### config.mk
export PLATFORM = sky130hd
export DESIGN_NAME = polygon_vertex_angle_unit
export DESIGN_NICKNAME = d
export VERILOG_FILES = /design/src/design/pva_pkg.sv /design/src/design/pva_datapath.sv /design/src/design/pva_controller.sv /design/src/design/polygon_vertex_angle_unit.sv
export SDC_FILE = /design/constraint.sdc
export NUM_CORES = 2
export LEC_CHECK = 0
export BUFFER_PORTS_ARGS = -buffer_cell sky130_fd_sc_hd__buf_2
export CAP_MARGIN = 20
export CORE_ASPECT_RATIO = 0.5
export CORE_MARGIN = 3
export CORE_UTILIZATION = 59
export DETAILED_ROUTE_END_ITERATION = 8
export PLACE_DENSITY = 0.79
export SLEW_MARGIN = 5
export SYNTH_ARGS = -nofsm -noshare
export SYNTH_HDL_FRONTEND = slang
export SYNTH_HIERARCHICAL = 1
export SYNTH_SLANG_ARGS = --single-unit
### constraint.sdc
create_clock -name i_clk -period 7 [get_ports i_clk]
set_input_delay 1.05 -clock i_clk [delete_from_list [all_inputs] [get_ports i_clk]]
set_output_delay 1.05 -clock i_clk [all_outputs]
set_load 0.005 [all_outputs]
### src/design/pva_pkg.sv
`default_nettype none
package pva_pkg;

    localparam int COORD_WIDTH  = 16;
    localparam int CORDIC_STEPS = 16;
    localparam int INDEX_WIDTH  = 16;

    localparam int STEP_W    = $clog2(CORDIC_STEPS);
    localparam int CW        = 64;
    localparam int PRE_SHIFT = 60 - COORD_WIDTH;
    localparam int ZW        = 26;
    localparam int ANGLE_W   = 15;
    localparam int TAB_W     = 22;
    localparam int TAB_LEN   = 24;
    localparam int TAB_IDX_W = $clog2(TAB_LEN);

    localparam logic [ANGLE_W-1:0]     ANGLE_MAX = ANGLE_W'(23040);
    localparam logic [ZW-1:0]          DEG90     = ZW'(90 * 65536);
    localparam logic [ZW-1:0]          DEG180    = ZW'(180 * 65536);
    localparam logic [ZW-1:0]          DEG360    = ZW'(360 * 65536);
    localparam logic [INDEX_WIDTH-1:0] INDEX_TOP = {INDEX_WIDTH{1'b1}};

    localparam logic [TAB_W-1:0] ATAN_TAB [0:TAB_LEN-1] = '{
        22'd2949120, 22'd1740967, 22'd919879, 22'd466945, 22'd234379, 22'd117304,
        22'd58666, 22'd29335, 22'd14668, 22'd7334, 22'd3667, 22'd1833,
        22'd917, 22'd458, 22'd229, 22'd115, 22'd57, 22'd29,
        22'd14, 22'd7, 22'd4, 22'd2, 22'd1, 22'd0
    };

    typedef enum logic [2:0] {
        J_PREV  = 3'd0,
        J_WRAP  = 3'd1,
        J_FIRST = 3'd2,
        J_ZERO0 = 3'd3,
        J_ZERO1 = 3'd4
    } t_job;

    typedef struct packed {
        logic              load;
        logic              setup;
        logic              side;
        logic              iterate;
        logic [STEP_W-1:0] step;
        logic              save;
        logic              fold;
        logic              emit;
        t_job              job;
        logic              finish;
    } t_cmd;

    typedef struct packed {
        logic k_is0;
        logic k_is1;
        logic closes;
        logic out_free;
    } t_stat;

    function automatic logic signed [ZW-1:0] bearing(input logic zero,
                                                     input logic signed [ZW-1:0] z);
        logic signed [ZW-1:0] b;
        b = zero ? '0 : z;
        if (b <= 0) begin
            b = b + $signed(DEG360);
        end
        return b;
    endfunction

endpackage
`default_nettype wire

### src/design/pva_datapath.sv
`default_nettype none
module pva_datapath (
    input  wire logic                                  i_clk,
    input  wire logic                                  i_rst_n,
    input  wire pva_pkg::t_cmd                         i_cmd,
    output pva_pkg::t_stat                             o_stat,
    input  wire logic signed [pva_pkg::COORD_WIDTH-1:0] i_x_coord,
    input  wire logic signed [pva_pkg::COORD_WIDTH-1:0] i_y_coord,
    input  wire logic                                  i_closes_polygon,
    output logic                                       o_out_valid,
    input  wire logic                                  i_out_stall,
    output logic [pva_pkg::INDEX_WIDTH-1:0]            o_vertex_index,
    output logic [pva_pkg::ANGLE_W-1:0]                o_angle_q7,
    output logic                                       o_last_result
);
    localparam int N  = pva_pkg::COORD_WIDTH;
    localparam int CW = pva_pkg::CW;
    localparam int ZW = pva_pkg::ZW;

    logic signed [N-1:0] r_first_x, r_first_y, r_second_x, r_second_y;
    logic signed [N-1:0] r_older_x, r_older_y, r_newer_x, r_newer_y;
    logic signed [N-1:0] r_cur_x, r_cur_y;
    logic                r_cur_last;
    logic [pva_pkg::INDEX_WIDTH-1:0] r_count;

    logic signed [CW-1:0] r_x, r_y, n_x, n_y;
    logic signed [ZW-1:0] r_z, n_z, r_b1;
    logic                 r_zero, n_zero;
    logic [pva_pkg::ANGLE_W-1:0] r_angle;

    logic                            r_out_valid;
    logic [pva_pkg::INDEX_WIDTH-1:0] r_out_index;
    logic [pva_pkg::ANGLE_W-1:0]     r_out_angle;
    logic                            r_out_last;

    logic signed [N-1:0]  p_x, p_y, c_x, c_y, q_x, q_y, o_x, o_y;
    logic signed [N:0]    dx, dy;
    logic signed [CW-1:0] ex, ey, xs, ys;
    logic signed [ZW-1:0] tab, b2;
    logic signed [ZW:0]   d_raw;
    logic [ZW-1:0]        d_abs, d_fold;
    logic [ZW-9:0]        q;
    logic [pva_pkg::ANGLE_W-1:0]     angle_fold;
    logic [pva_pkg::INDEX_WIDTH-1:0] prev_idx, e_index;
    logic                            e_last;
    logic [pva_pkg::ANGLE_W-1:0]     e_angle;

    always_comb begin
        unique case (i_cmd.job)
            pva_pkg::J_WRAP: begin
                p_x = r_newer_x; p_y = r_newer_y; c_x = r_cur_x; c_y = r_cur_y;
                q_x = r_first_x; q_y = r_first_y;
            end
            pva_pkg::J_FIRST: begin
                p_x = r_cur_x; p_y = r_cur_y; c_x = r_first_x; c_y = r_first_y;
                q_x = r_second_x; q_y = r_second_y;
            end
            default: begin
                p_x = r_older_x; p_y = r_older_y; c_x = r_newer_x; c_y = r_newer_y;
                q_x = r_cur_x; q_y = r_cur_y;
            end
        endcase
        o_x = i_cmd.side ? q_x : p_x;
        o_y = i_cmd.side ? q_y : p_y;
        dx  = {o_x[N-1], o_x} - {c_x[N-1], c_x};
        dy  = {o_y[N-1], o_y} - {c_y[N-1], c_y};
        ex  = {{(CW-N-1){dx[N]}}, dx} <<< pva_pkg::PRE_SHIFT;
        ey  = {{(CW-N-1){dy[N]}}, dy} <<< pva_pkg::PRE_SHIFT;
    end

    assign xs  = r_x >>> i_cmd.step;
    assign ys  = r_y >>> i_cmd.step;
    assign tab = $signed({{(ZW-pva_pkg::TAB_W){1'b0}},
                          pva_pkg::ATAN_TAB[pva_pkg::TAB_IDX_W'(i_cmd.step)]});

    always_comb begin
        n_x = r_x;
        n_y = r_y;
        n_z = r_z;
        n_zero = r_zero;
        if (i_cmd.setup) begin
            n_zero = (dx == '0) && (dy == '0);
            n_x = ey;
            n_y = ex;
            n_z = '0;
            if (ey[CW-1]) begin
                if (!ex[CW-1]) begin
                    n_x = ex;
                    n_y = -ey;
                    n_z = $signed(pva_pkg::DEG90);
                end else begin
                    n_x = -ex;
                    n_y = ey;
                    n_z = -$signed(pva_pkg::DEG90);
                end
            end
        end else if (i_cmd.iterate) begin
            if (!r_y[CW-1]) begin
                n_x = r_x + ys;
                n_y = r_y - xs;
                n_z = r_z + tab;
            end else begin
                n_x = r_x - ys;
                n_y = r_y + xs;
                n_z = r_z - tab;
            end
        end
    end

    always_comb begin
        b2     = pva_pkg::bearing(r_zero, r_z);
        d_raw  = {r_b1[ZW-1], r_b1} - {b2[ZW-1], b2};
        d_abs  = d_raw[ZW] ? ZW'(-d_raw) : d_raw[ZW-1:0];
        d_fold = (d_abs > pva_pkg::DEG180) ? pva_pkg::DEG360 - d_abs : d_abs;
        q      = (ZW-8)'((d_fold + ZW'(256)) >> 9);
        angle_fold = (q > (ZW-8)'(pva_pkg::ANGLE_MAX)) ? pva_pkg::ANGLE_MAX
                                                         : pva_pkg::ANGLE_W'(q);
    end

    always_comb begin
        prev_idx = (r_count == pva_pkg::INDEX_TOP) ? pva_pkg::INDEX_TOP
                                                   : r_count - 1'b1;
        e_angle = r_angle;
        e_last  = 1'b0;
        unique case (i_cmd.job)
            pva_pkg::J_PREV:  e_index = prev_idx;
            pva_pkg::J_WRAP:  e_index = r_count;
            pva_pkg::J_FIRST: begin
                e_index = '0;
                e_last  = 1'b1;
            end
            pva_pkg::J_ZERO0: begin
                e_index = '0;
                e_angle = '0;
                e_last  = (r_count == '0);
            end
            default: begin
                e_index = pva_pkg::INDEX_WIDTH'(1);
                e_angle = '0;
                e_last  = 1'b1;
            end
        endcase
    end

    always_ff @(posedge i_clk) begin
        r_x    <= n_x;
        r_y    <= n_y;
        r_z    <= n_z;
        r_zero <= n_zero;
        if (i_cmd.save) begin
            r_b1 <= pva_pkg::bearing(r_zero, r_z);
        end
        if (i_cmd.fold) begin
            r_angle <= angle_fold;
        end
        if (i_cmd.load) begin
            r_cur_x    <= i_x_coord;
            r_cur_y    <= i_y_coord;
            r_cur_last <= i_closes_polygon;
        end
        if (i_cmd.emit) begin
            r_out_index <= e_index;
            r_out_angle <= e_angle;
            r_out_last  <= e_last;
        end
    end

    always_ff @(posedge i_clk) begin
        if (!i_rst_n) begin
            r_first_x  <= '0; r_first_y  <= '0;
            r_second_x <= '0; r_second_y <= '0;
            r_older_x  <= '0; r_older_y  <= '0;
            r_newer_x  <= '0; r_newer_y  <= '0;
            r_count    <= '0;
            r_out_valid <= 1'b0;
        end else begin
            if (i_cmd.finish) begin
                r_older_x <= r_newer_x;
                r_older_y <= r_newer_y;
                r_newer_x <= r_cur_x;
                r_newer_y <= r_cur_y;
                if (r_count == '0) begin
                    r_first_x <= r_cur_x;
                    r_first_y <= r_cur_y;
                end
                if (r_count == pva_pkg::INDEX_WIDTH'(1)) begin
                    r_second_x <= r_cur_x;
                    r_second_y <= r_cur_y;
                end
                if (r_cur_last) begin
                    r_count <= '0;
                end else if (r_count != pva_pkg::INDEX_TOP) begin
                    r_count <= r_count + 1'b1;
                end
            end
            if (i_cmd.emit) begin
                r_out_valid <= 1'b1;
            end else if (!i_out_stall) begin
                r_out_valid <= 1'b0;
            end
        end
    end

    assign o_stat.k_is0    = (r_count == '0);
    assign o_stat.k_is1    = (r_count == pva_pkg::INDEX_WIDTH'(1));
    assign o_stat.closes   = r_cur_last;
    assign o_stat.out_free = !r_out_valid || !i_out_stall;

    assign o_out_valid    = r_out_valid;
    assign o_vertex_index = r_out_index;
    assign o_angle_q7     = r_out_angle;
    assign o_last_result  = r_out_last;
endmodule
`default_nettype wire

### src/design/pva_controller.sv
`default_nettype none
module pva_controller (
    input  wire logic           i_clk,
    input  wire logic           i_rst_n,
    input  wire logic           i_in_valid,
    output logic                o_in_stall,
    input  wire pva_pkg::t_stat i_stat,
    output pva_pkg::t_cmd       o_cmd
);
    typedef enum logic [7:0] {
        S_IDLE   = 8'b0000_0001,
        S_CHOOSE = 8'b0000_0010,
        S_SETUP  = 8'b0000_0100,
        S_ITER   = 8'b0000_1000,
        S_SAVE   = 8'b0001_0000,
        S_FOLD   = 8'b0010_0000,
        S_EMIT   = 8'b0100_0000,
        S_FINISH = 8'b1000_0000
    } t_state;

    localparam logic [pva_pkg::STEP_W-1:0] STEP_LAST =
        pva_pkg::STEP_W'(pva_pkg::CORDIC_STEPS - 1);

    t_state                      r_state, n_state;
    pva_pkg::t_job               r_job, n_job;
    logic                        r_side, n_side;
    logic [pva_pkg::STEP_W-1:0]  r_step, n_step;

    always_comb begin
        n_state = r_state;
        n_job   = r_job;
        n_side  = r_side;
        n_step  = r_step;
        unique case (r_state)
            S_IDLE: begin
                if (i_in_valid) begin
                    n_state = S_CHOOSE;
                end
            end
            S_CHOOSE: begin
                n_side = 1'b0;
                if (!i_stat.k_is0 && !i_stat.k_is1) begin
                    n_job   = pva_pkg::J_PREV;
                    n_state = S_SETUP;
                end else if (i_stat.closes) begin
                    n_job   = pva_pkg::J_ZERO0;
                    n_state = S_EMIT;
                end else begin
                    n_state = S_FINISH;
                end
            end
            S_SETUP: begin
                n_step  = '0;
                n_state = S_ITER;
            end
            S_ITER: begin
                if (r_step == STEP_LAST) begin
                    n_state = r_side ? S_FOLD : S_SAVE;
                end else begin
                    n_step = r_step + 1'b1;
                end
            end
            S_SAVE: begin
                n_side  = 1'b1;
                n_state = S_SETUP;
            end
            S_FOLD: begin
                n_state = S_EMIT;
            end
            S_EMIT: begin
                if (i_stat.out_free) begin
                    n_side  = 1'b0;
                    n_state = S_FINISH;
                    if (r_job == pva_pkg::J_PREV && i_stat.closes) begin
                        n_job   = pva_pkg::J_WRAP;
                        n_state = S_SETUP;
                    end else if (r_job == pva_pkg::J_WRAP) begin
                        n_job   = pva_pkg::J_FIRST;
                        n_state = S_SETUP;
                    end else if (r_job == pva_pkg::J_ZERO0 && i_stat.k_is1) begin
                        n_job = pva_pkg::J_ZERO1;
                        n_state = S_EMIT;
                    end
                end
            end
            S_FINISH: begin
                n_state = S_IDLE;
            end
            default: begin
                n_state = S_IDLE;
            end
        endcase
    end

    always_ff @(posedge i_clk) begin
        if (!i_rst_n) begin
            r_state <= S_IDLE;
            r_job   <= pva_pkg::J_PREV;
            r_side  <= 1'b0;
            r_step  <= '0;
        end else begin
            r_state <= n_state;
            r_job   <= n_job;
            r_side  <= n_side;
            r_step  <= n_step;
        end
    end

    assign o_in_stall    = (r_state != S_IDLE);
    assign o_cmd.load    = (r_state == S_IDLE) && i_in_valid;
    assign o_cmd.setup   = (r_state == S_SETUP);
    assign o_cmd.side    = r_side;
    assign o_cmd.iterate = (r_state == S_ITER);
    assign o_cmd.step    = r_step;
    assign o_cmd.save    = (r_state == S_SAVE);
    assign o_cmd.fold    = (r_state == S_FOLD);
    assign o_cmd.emit    = (r_state == S_EMIT) && i_stat.out_free;
    assign o_cmd.job     = r_job;
    assign o_cmd.finish  = (r_state == S_FINISH);

    a_emit_free: assert property (@(posedge i_clk) disable iff (!i_rst_n)
        o_cmd.emit |-> i_stat.out_free)
        else $error("result written while output register is occupied");

    a_first_step: assert property (@(posedge i_clk) disable iff (!i_rst_n)
        (o_cmd.iterate && r_step == '0) |-> $past(r_state == S_SETUP))
        else $error("rotation started without vector setup");

    a_finish_idle: assert property (@(posedge i_clk) disable iff (!i_rst_n)
        o_cmd.finish |=> (r_state == S_IDLE))
        else $error("controller did not return to idle after an item");

    a_load_choose: assert property (@(posedge i_clk) disable iff (!i_rst_n)
        o_cmd.load |=> (r_state == S_CHOOSE))
        else $error("accepted item not dispatched");
endmodule
`default_nettype wire

### src/design/polygon_vertex_angle_unit.sv
// An item's first angle result takes two 16-step rotations of one shared vectoring unit,
// plus setup and fold. A closing vertex can give three angles, all from the single rotation
// unit; an output stall holds it at emit. No new item is taken while one is at work.
// Reset (synchronous, active low) clears the stored vertices, vertex count and output valid.
`default_nettype none
module polygon_vertex_angle_unit (
    input  wire logic                                   i_clk,
    input  wire logic                                   i_rst_n,
    input  wire logic                                   i_in_valid,
    output logic                                        o_in_stall,
    input  wire logic signed [pva_pkg::COORD_WIDTH-1:0] i_x_coord,
    input  wire logic signed [pva_pkg::COORD_WIDTH-1:0] i_y_coord,
    input  wire logic                                   i_closes_polygon,
    output logic                                        o_out_valid,
    input  wire logic                                   i_out_stall,
    output logic [pva_pkg::INDEX_WIDTH-1:0]             o_vertex_index,
    output logic [pva_pkg::ANGLE_W-1:0]                 o_angle_q7,
    output logic                                        o_last_result
);
    pva_pkg::t_cmd  cmd;
    pva_pkg::t_stat stat;

    pva_controller u_ctrl (
        .i_clk      (i_clk),
        .i_rst_n    (i_rst_n),
        .i_in_valid (i_in_valid),
        .o_in_stall (o_in_stall),
        .i_stat     (stat),
        .o_cmd      (cmd)
    );

    pva_datapath u_dp (
        .i_clk            (i_clk),
        .i_rst_n          (i_rst_n),
        .i_cmd            (cmd),
        .o_stat           (stat),
        .i_x_coord        (i_x_coord),
        .i_y_coord        (i_y_coord),
        .i_closes_polygon (i_closes_polygon),
        .o_out_valid      (o_out_valid),
        .i_out_stall      (i_out_stall),
        .o_vertex_index   (o_vertex_index),
        .o_angle_q7       (o_angle_q7),
        .o_last_result    (o_last_result)
    );
endmodule
`default_nettype wire
# Word level (Yosys, flattened, before mapping)
# Memory sizes are Yosys's and may differ from the RTL's.
# Cells that the tools add are included.
[totals]
register_bits = 422
rom_bits = 704
inputBits = 37
output_inout_bits = 34
word_cells = 161
memories = 1
[mem_list]
columns = ["name", "depth", "width", "read_ports", "rd_ports_with_merged_regs", "write_ports", "line", "text"]
rows = [
  ["(no name shown)", 32, 22, 1, 0, 0, "pva_datapath.sv:74", "pva_pkg::ATAN_TAB[pva_pkg::TAB_IDX_W'(i_cmd.step)]});"],
]
[classes]
n_addsub = 18
n_lt_le_gt_ge = 4
eq_ne = 23
shift = 2
n_mux = 57
n_bitwise = 1
reduce_logical = 29
[ops]
columns = ["operator", "n"]
rows = [
  ["2-to-1 mux 64 bit", 10],
  ["2-to-1 mux 26 bit", 9],
  ["case mux 16 bit (2 select lines)", 6],
  ["adder 64 bit", 2],
  ["negator 61 -> 64 bit", 2],
  [">>> shifter 64 x 4 -> 64 bit", 2],
  ["subtractor 64 bit", 2],
  ["2-to-1 mux 16 bit", 5],
  ["2-to-1 mux 8 bit", 8],
  ["case mux 8 bit (7 select lines)", 1],
  ["case mux 16 bit (3 select lines)", 1],
  ["2-to-1 mux 22 bit", 2],
  ["logical NOT 17 bit", 2],
  ["subtractor 16 x 16 -> 17 bit", 2],
  ["subtractor 26 x 26 -> 27 bit", 1],
  ["adder 26 x 23 -> 26 bit", 1],
  ["adder 26 bit (second input constant)", 1],
  ["adder 26 x 9 -> 26 bit (second input constant)", 1],
  ["greater-than comparator 26 x 24 -> 1 bit (second input constant)", 1],
  ["<= comparator 26 x 1 -> 1 bit (second input constant)", 1],
  ["negator 26 bit", 1],
  ["subtractor 25 x 26 -> 26 bit (first input constant)", 1],
  ["subtractor 26 x 23 -> 26 bit", 1],
  ["2-to-1 mux 3 bit", 6],
  ["other kinds (44)", 65],
]

# Longest topological paths before layout
[depth]
depth_word = 10
mapped_depth = 37
mapped_depth_nobuf = 31

# Cells and area by module
# The synthesis kept the hierarchy.
[modules_own_cells]
columns = ["mod", "instances", "cells_each", "area_per_inst_um2", "seq_area_each_um2"]
rows = [
  ["pva_datapath", 1, 4595, 39319.0, 10740.3],
  ["pva_controller", 1, 126, 1034.7, 320.3],
]

# Worst setup path after synthesis
# Ideal clock, no wire load.
[synth_path]
path_type = "register to register"
start = "register u_ctrl/r_step[0] in the netlist's numbering"
end = "register u_dp.r_z[25] (data pin)"
setup_time_ns = 0.270
t_arrival_ns = 7.454
path_slack_ns = -0.724
path_stages_with_launch = 34
path_buffers = 10
cell_sequence = "dfxtp_1 buf_4 buf_4 buf_4 buf_2 buf_4 buf_2 buf_2 buf_2 buf_2 buf_2 inv_1 ha_1 mux4_2 ha_1 a21oi_1 ha_1 nor2b_1 o21ai_0 a21oi_1 o21ai_0 a21oi_1 o21ai_0 a21oi_1 o21ai_0 a21oi_1 o2111ai_1 a31oi_1 a41oi_1 a21oi_1 a21o_1 a21oi_1 nor3_1 or3b_2"
[synth_between]
elab_chain_cells = 8
word_cells_on_any_way = 9
cone_classes = "2 x add/sub; 5 x mux; 1 x bitwise; 1 x memory"
[synth_lines]
columns = ["element", "line", "text"]
rows = [
  ["start, declared", "pva_controller.sv:27", "logic [pva_pkg::STEP_W-1:0] r_step, n_step;"],
  ["start signal, assigned", "pva_controller.sv:105", "r_step <= n_step;"],
  ["NOT 4 -> 6 bit (not written as such) *", "pva_datapath.sv:74", ""],
  ["memory (32 x 22 bit) *", "--", ""],
  ["2-to-1 mux 22 bit (not written as such) * (2 in series)", "pva_datapath.sv:74", ""],
  ["adder 26 x 23 -> 26 bit / subtractor 26 x 23 -> 26 bit (equally long branches)", "pva_datapath.sv:101, pva_datapath.sv:105", ""],
  ["2-to-1 mux 26 bit *", "pva_datapath.sv:98", "if (!r_y[CW-1]) begin"],
  ["2-to-1 mux 26 bit *", "pva_datapath.sv:97", "end else if (i_cmd.iterate) begin"],
  ["2-to-1 mux 26 bit *", "pva_datapath.sv:81", "if (i_cmd.setup) begin"],
  ["net u_dp.n_z[25]", "pva_datapath.sv:27", "logic signed [ZW-1:0] r_z, n_z, r_b1;"],
  ["end signal, assigned", "pva_datapath.sv:148", "r_z <= n_z;"],
  ["end, declared", "pva_datapath.sv:27", ""],
]
# The timed path passes the listed nets; every way through them passes the cells marked *. The select of a mux whose other input is x is not followed.
# A chain may end at the register's enable or synchronous reset.

# Worst setup path after layout
[layout_path]
start = "register u_dp.r_z[24]"
end = "register u_dp/r_angle[3] in the netlist's numbering (data pin)"
[layout_between]
elab_chain_cells = 10
word_cells_on_any_way = 12
cone_classes = "5 x add/sub; 3 x order compare; 4 x mux"
[layout_lines]
columns = ["element", "line", "text"]
rows = [
  ["2-to-1 mux 26 bit *", "pva_pkg.sv:61", "b = zero ? '0 : z;"],
  ["adder 26 bit / <= comparator 26 x 1 -> 1 bit (equally long branches)", "pva_pkg.sv:63, pva_pkg.sv:62", ""],
  ["2-to-1 mux 26 bit *", "pva_pkg.sv:62", "if (b <= 0) begin"],
  ["subtractor 26 x 26 -> 27 bit *", "pva_datapath.sv:112", "d_raw = {r_b1[ZW-1], r_b1} - {b2[ZW-1], b2};"],
  ["negator 26 bit", "pva_datapath.sv:113", "d_abs = d_raw[ZW] ? ZW'(-d_raw) : d_raw[ZW-1:0];"],
  ["2-to-1 mux 26 bit *", "pva_datapath.sv:113", ""],
  ["subtractor 25 x 26 -> 26 bit / greater-than comparator 26 x 24 -> 1 bit (equally long branches)", "pva_datapath.sv:114", "d_fold = (d_abs > pva_pkg::DEG180) ? pva_pkg::DEG360 - d_abs : d_abs;"],
  ["2-to-1 mux 26 bit *", "pva_datapath.sv:114", ""],
  ["adder 26 x 9 -> 26 bit *", "pva_datapath.sv:115", "q = (ZW-8)'((d_fold + ZW'(256)) >> 9);"],
  ["greater-than comparator 17 x 15 -> 1 bit", "pva_datapath.sv:116", "angle_fold = (q > (ZW-8)'(pva_pkg::ANGLE_MAX)) ? pva_pkg::ANGLE_MAX"],
  ["end signal, assigned", "pva_datapath.sv:154", "r_angle <= angle_fold;"],
  ["end, declared", "pva_datapath.sv:29", "logic [pva_pkg::ANGLE_W-1:0] r_angle;"],
]
# Every way passes the cells marked *; elsewhere a longest branch is shown, timed or not.

==> run_results.csv <==
group,metric,value,unit
run_status,status,"complete, no violations",
final_layout,num-fill-cells,5253,
timing,rsz0062_at_grt,"yes",
synthesis,ys_warn_count,6,
synthesis,synthCells,4721,
synthesis,ys_seq_elements,422,
placed_design,hpwl,84100,µm
run,max-cap-violations,0,
final_layout,seqCellArea,11100,µm²
power_and_ir_drop,power.density,145,nW/µm²
clocking,cts_tree,"yes",
floorplan,io_pins,71,
timing,post-route-period-util,98.3,%
power_and_ir_drop,ir_worst_vdd,0.202,mV
global_route,grt_pass1_vias,36000,
worst_setup_path,crit_buf_inv,5,
route,drt_iter0_markers,4183,
floorplan,die_area,71800,µm²
timing,hold_violations,0,
final_layout,synthToLayoutAreaGrowth,14.1,%
global_route,grt_max_degree,135,
worst_setup_path,path_common_cell,"buf_4",
worst_setup_path,reg2reg_depth,33,
worst_setup_path,rrSetupSlack,0.12,ns
timing,fmax,145,MHz
synthesis,synth_edf_count,261,
clocking,clock_path_buffers,3,
placed_design,pre_cts_ws,-0.267,ns
worst_setup_path,end_kind,"flop",
floorplan,fp.dieW,376,µm
final_layout,multi_input_area,28500,µm²
synthesis,synth_seq_area_share,27.4,%
placed_design,gp_congestion,0.984,
min_path,hold_path.class,"flop to flop",
timing,final.setup.worst_slack,0.120,ns
placed_design,port_buffers,70,
worst_setup_path,cp_max_fo,6,
synthesis,netlist.top_cell.by_area,"edfxtp_1",
clocking,cts_sinks,422,
route,drc,0,
worst_setup_path,cpMaxStageDelayCell,"edfxtp_1",
timing,worst_pin_slew,1.00,ns
synthesis,synth_ff_type,"edfxtp_1",
route,dr.pass1.iters,8,
global_route,track_usage,31.2,%
clocking,cts-root-buf,"clkbuf_16",
timing,fin_crit,6.88,ns
clocking,clkTransAtPathRegs,0.07,ns
worst_setup_path,crit_arrival,7.24,ns
synthesis,async_flop_share,0,%
route,wl_per_cell,19.9,µm
route,num_vias,38000,
power_and_ir_drop,p_leak,17.9,nW
synthesis,synthMostInstantiatedCell,"nand2_1",
worst_setup_path,worstSetupStartpointType,"flop",
worst_setup_path,crit_type,"flop to flop",
final_layout,post-route-util,68.4,%
final_layout,drive_above_1_share,17.6,%
worst_setup_path,crit_cells,33,
min_path,worstHoldEndpoint,"u_dp/r_second_x[14]$_SDFFE_PN0P_",
floorplan,row_count,67,
global_route,antenna_found_initial,0,
timing,skew,0.0462,ns
timing,setup-violations-final,0,
floorplan,fp.dieH,191,µm
floorplan,core,67300,µm²
synthesis,yosysTopAreaCellShare,19.4,%
worst_setup_path,path_delay_family,"compound AO/OA/AOI/OAI gates",
synthesis,syn_area_per_cell,8.55,µm²
min_path,holdPathStages,2,
timing,slew_viol_final,0,
min_path,min_from,"u_dp/r_second_x[14]$_SDFFE_PN0P_",
worst_setup_path,cp_slowest_stage_delay,0.42,ns
floorplan,initial_core_util,59.9,%
synthesis,synth_common_cells,"615 x nand2_1, 379 x nor2_1, 328 x a21oi_1",
final_layout,nets,5197,
global_route,grt_pass1_wl,186000,µm
final_layout,diodes,0,
route,avgViaCountPerCell,6.49,
clocking,ctsHtreeMaxLevel,2,
timing,slew_headroom,33.0,%
worst_setup_path,crit_required,7.36,ns
route,postRouteAntennaNets,0,
clocking,clk_latency,0.63,ns
worst_setup_path,timing.rr.end,"u_dp/r_angle[3]$_SDFFCE_PN0P_",
synthesis,syn_nets,4991,
synthesis,yosysUniqueCellTypes,115,
route,routed_wl,117000,µm
synthesis,synthTopCellsByArea,"edfxtp_1 19%, dfxtp_1 8.0%, ha_1 7.0%",
worst_setup_path,r2r-start,"u_dp/r_z[24]$_DFFE_PP_",
synthesis,syn-cell-area,40400,µm²
clocking,cts_made_buffers,44,
global_route,grt-ovfl-total,0,
worst_setup_path,critPathLaunch,"u_dp/r_z[24]$_DFFE_PP_",
## tightest hold or removal path, stage by stage (launching register included)
cell and delay, ns:
dfxtp_1 0.31, nand2_1 0.05, a21boi_0 0.06
## repair_timing
action                                  in CTS  in global routing
endpoints found under the setup margin      26                 55
buffers inserted                             1                 27
cloned                                       1                  6
resized for setup                           15                177
pin swaps                                    2                 46
hold buffers                                 0                  0
## through the flow
step,hold WS [ns],setup TNS [ns],cell area (µm²),power (mW),cells
2_1_floorplan,0.428,-0.0511,40500,3.87,4721
3_3_place_gp,0.449,-0.00129,43400,4.33,5742
3_5_place_dp,0.455,-1.71,43400,4.35,5742
4_1_cts,0.464,0,44900,6.66,5826
5_1_grt,0.489,-2.65,46100,6.96,5860
6_report,0.465,0,46100,6.68,5860
## state kept, by name, indices dropped and copies added (netlist names), 26 cells and up
register,flops
u_dp/r_z,26
u_dp/r_x,64
u_dp/r_b1,26
u_dp/r_y,64
## power by group
part	total, mW	switching, mW	leakage, nW	internal (mW)
Clock	2.31	1.13	0.675	1.19
Combinational	1.65	1.11	13.6	0.543
Sequential	2.71	0.0497	3.66	2.66
Total	6.68	2.29	17.9	4.39
## area by class of cell
class,count,area share (%)
inverters,149,1.23
multi-input cells,3880,61.9
repair buffers,430,7.38
flip-flops and latches,422,24.1
clock inverters,30,0.527
well taps,897,2.44
clock buffers,52,2.46
## layer usage
metal / global-route usage (%) / part of all wire [%] / vias to the layer above
li1: - / - / 17800
met1: 41.5 / 42 / 18200
met2: 52.3 / 47 / 1701
met3: 4.83 / 8.2 / 320
met4: 10.0 / 3.3 / 0
met5: 0 / 0 / -
## logic make-up (layout without fill, tap and decap cells)
| logic type | count (synthesis) | count (layout) | share of synthesized area [%] |
|---|---|---|---|
| adder cells (fa/ha/maj) | 233 | 233 | 7.34 |
| XOR/XNOR | 392 | 392 | 8.55 |
| AO/OA/AOI/OAI | 1259 | 1260 | 20.7 |
| AND/OR/NAND/NOR | 1669 | 1669 | 19.8 |
| flip-flops | 422 | 422 | 27.4 |
| buffers and inverters | 420 | 661 | 4.17 |
| multiplexers | 326 | 326 | 12.0 |
## how the worst max path moves through the flow
stage / end / slack (ns)
6_report: u_dp/r_angle[3]$_SDFFCE_PN0P_ / 0.12
4_1_cts: u_dp/r_y[48]$_DFFE_PP_ / 0.008
2_1_floorplan: u_dp/r_z[25]$_DFFE_PP_ / -0.05
5_1_grt: u_dp/r_angle[0]$_SDFFCE_PN0P_ / -0.19
3_5_place_dp: u_dp/r_x[60]$_DFFE_PP_ / -0.27
3_3_place_gp: u_dp/r_x[57]$_DFFE_PP_ / -0.001
## layout by cell type, fill, tap and decap left out, drive strengths merged, types with 62 or more instances in the layout
| cell | netlist | layout |
|---|---|---|
| a21boi | 73 | 73 |
| a21o | 99 | 99 |
| a21oi | 331 | 331 |
| a22o | 62 | 62 |
| a31oi | 93 | 93 |
| and2 | 70 | 70 |
| and3 | 73 | 73 |
| buf | 89 | 427 |
| dfxtp | 161 | 161 |
| edfxtp | 261 | 261 |
| ha | 227 | 227 |
| inv | 147 | 153 |
| mux2i | 171 | 171 |
| mux4 | 123 | 123 |
| nand2 | 615 | 615 |
| nand3 | 92 | 92 |
| nor2 | 379 | 379 |
| nor2b | 128 | 128 |
| nor3 | 83 | 83 |
| o21ai | 228 | 229 |
| xnor2 | 218 | 218 |
| xor2 | 174 | 174 |
Note: power is estimated with default switching activity, not from simulation.
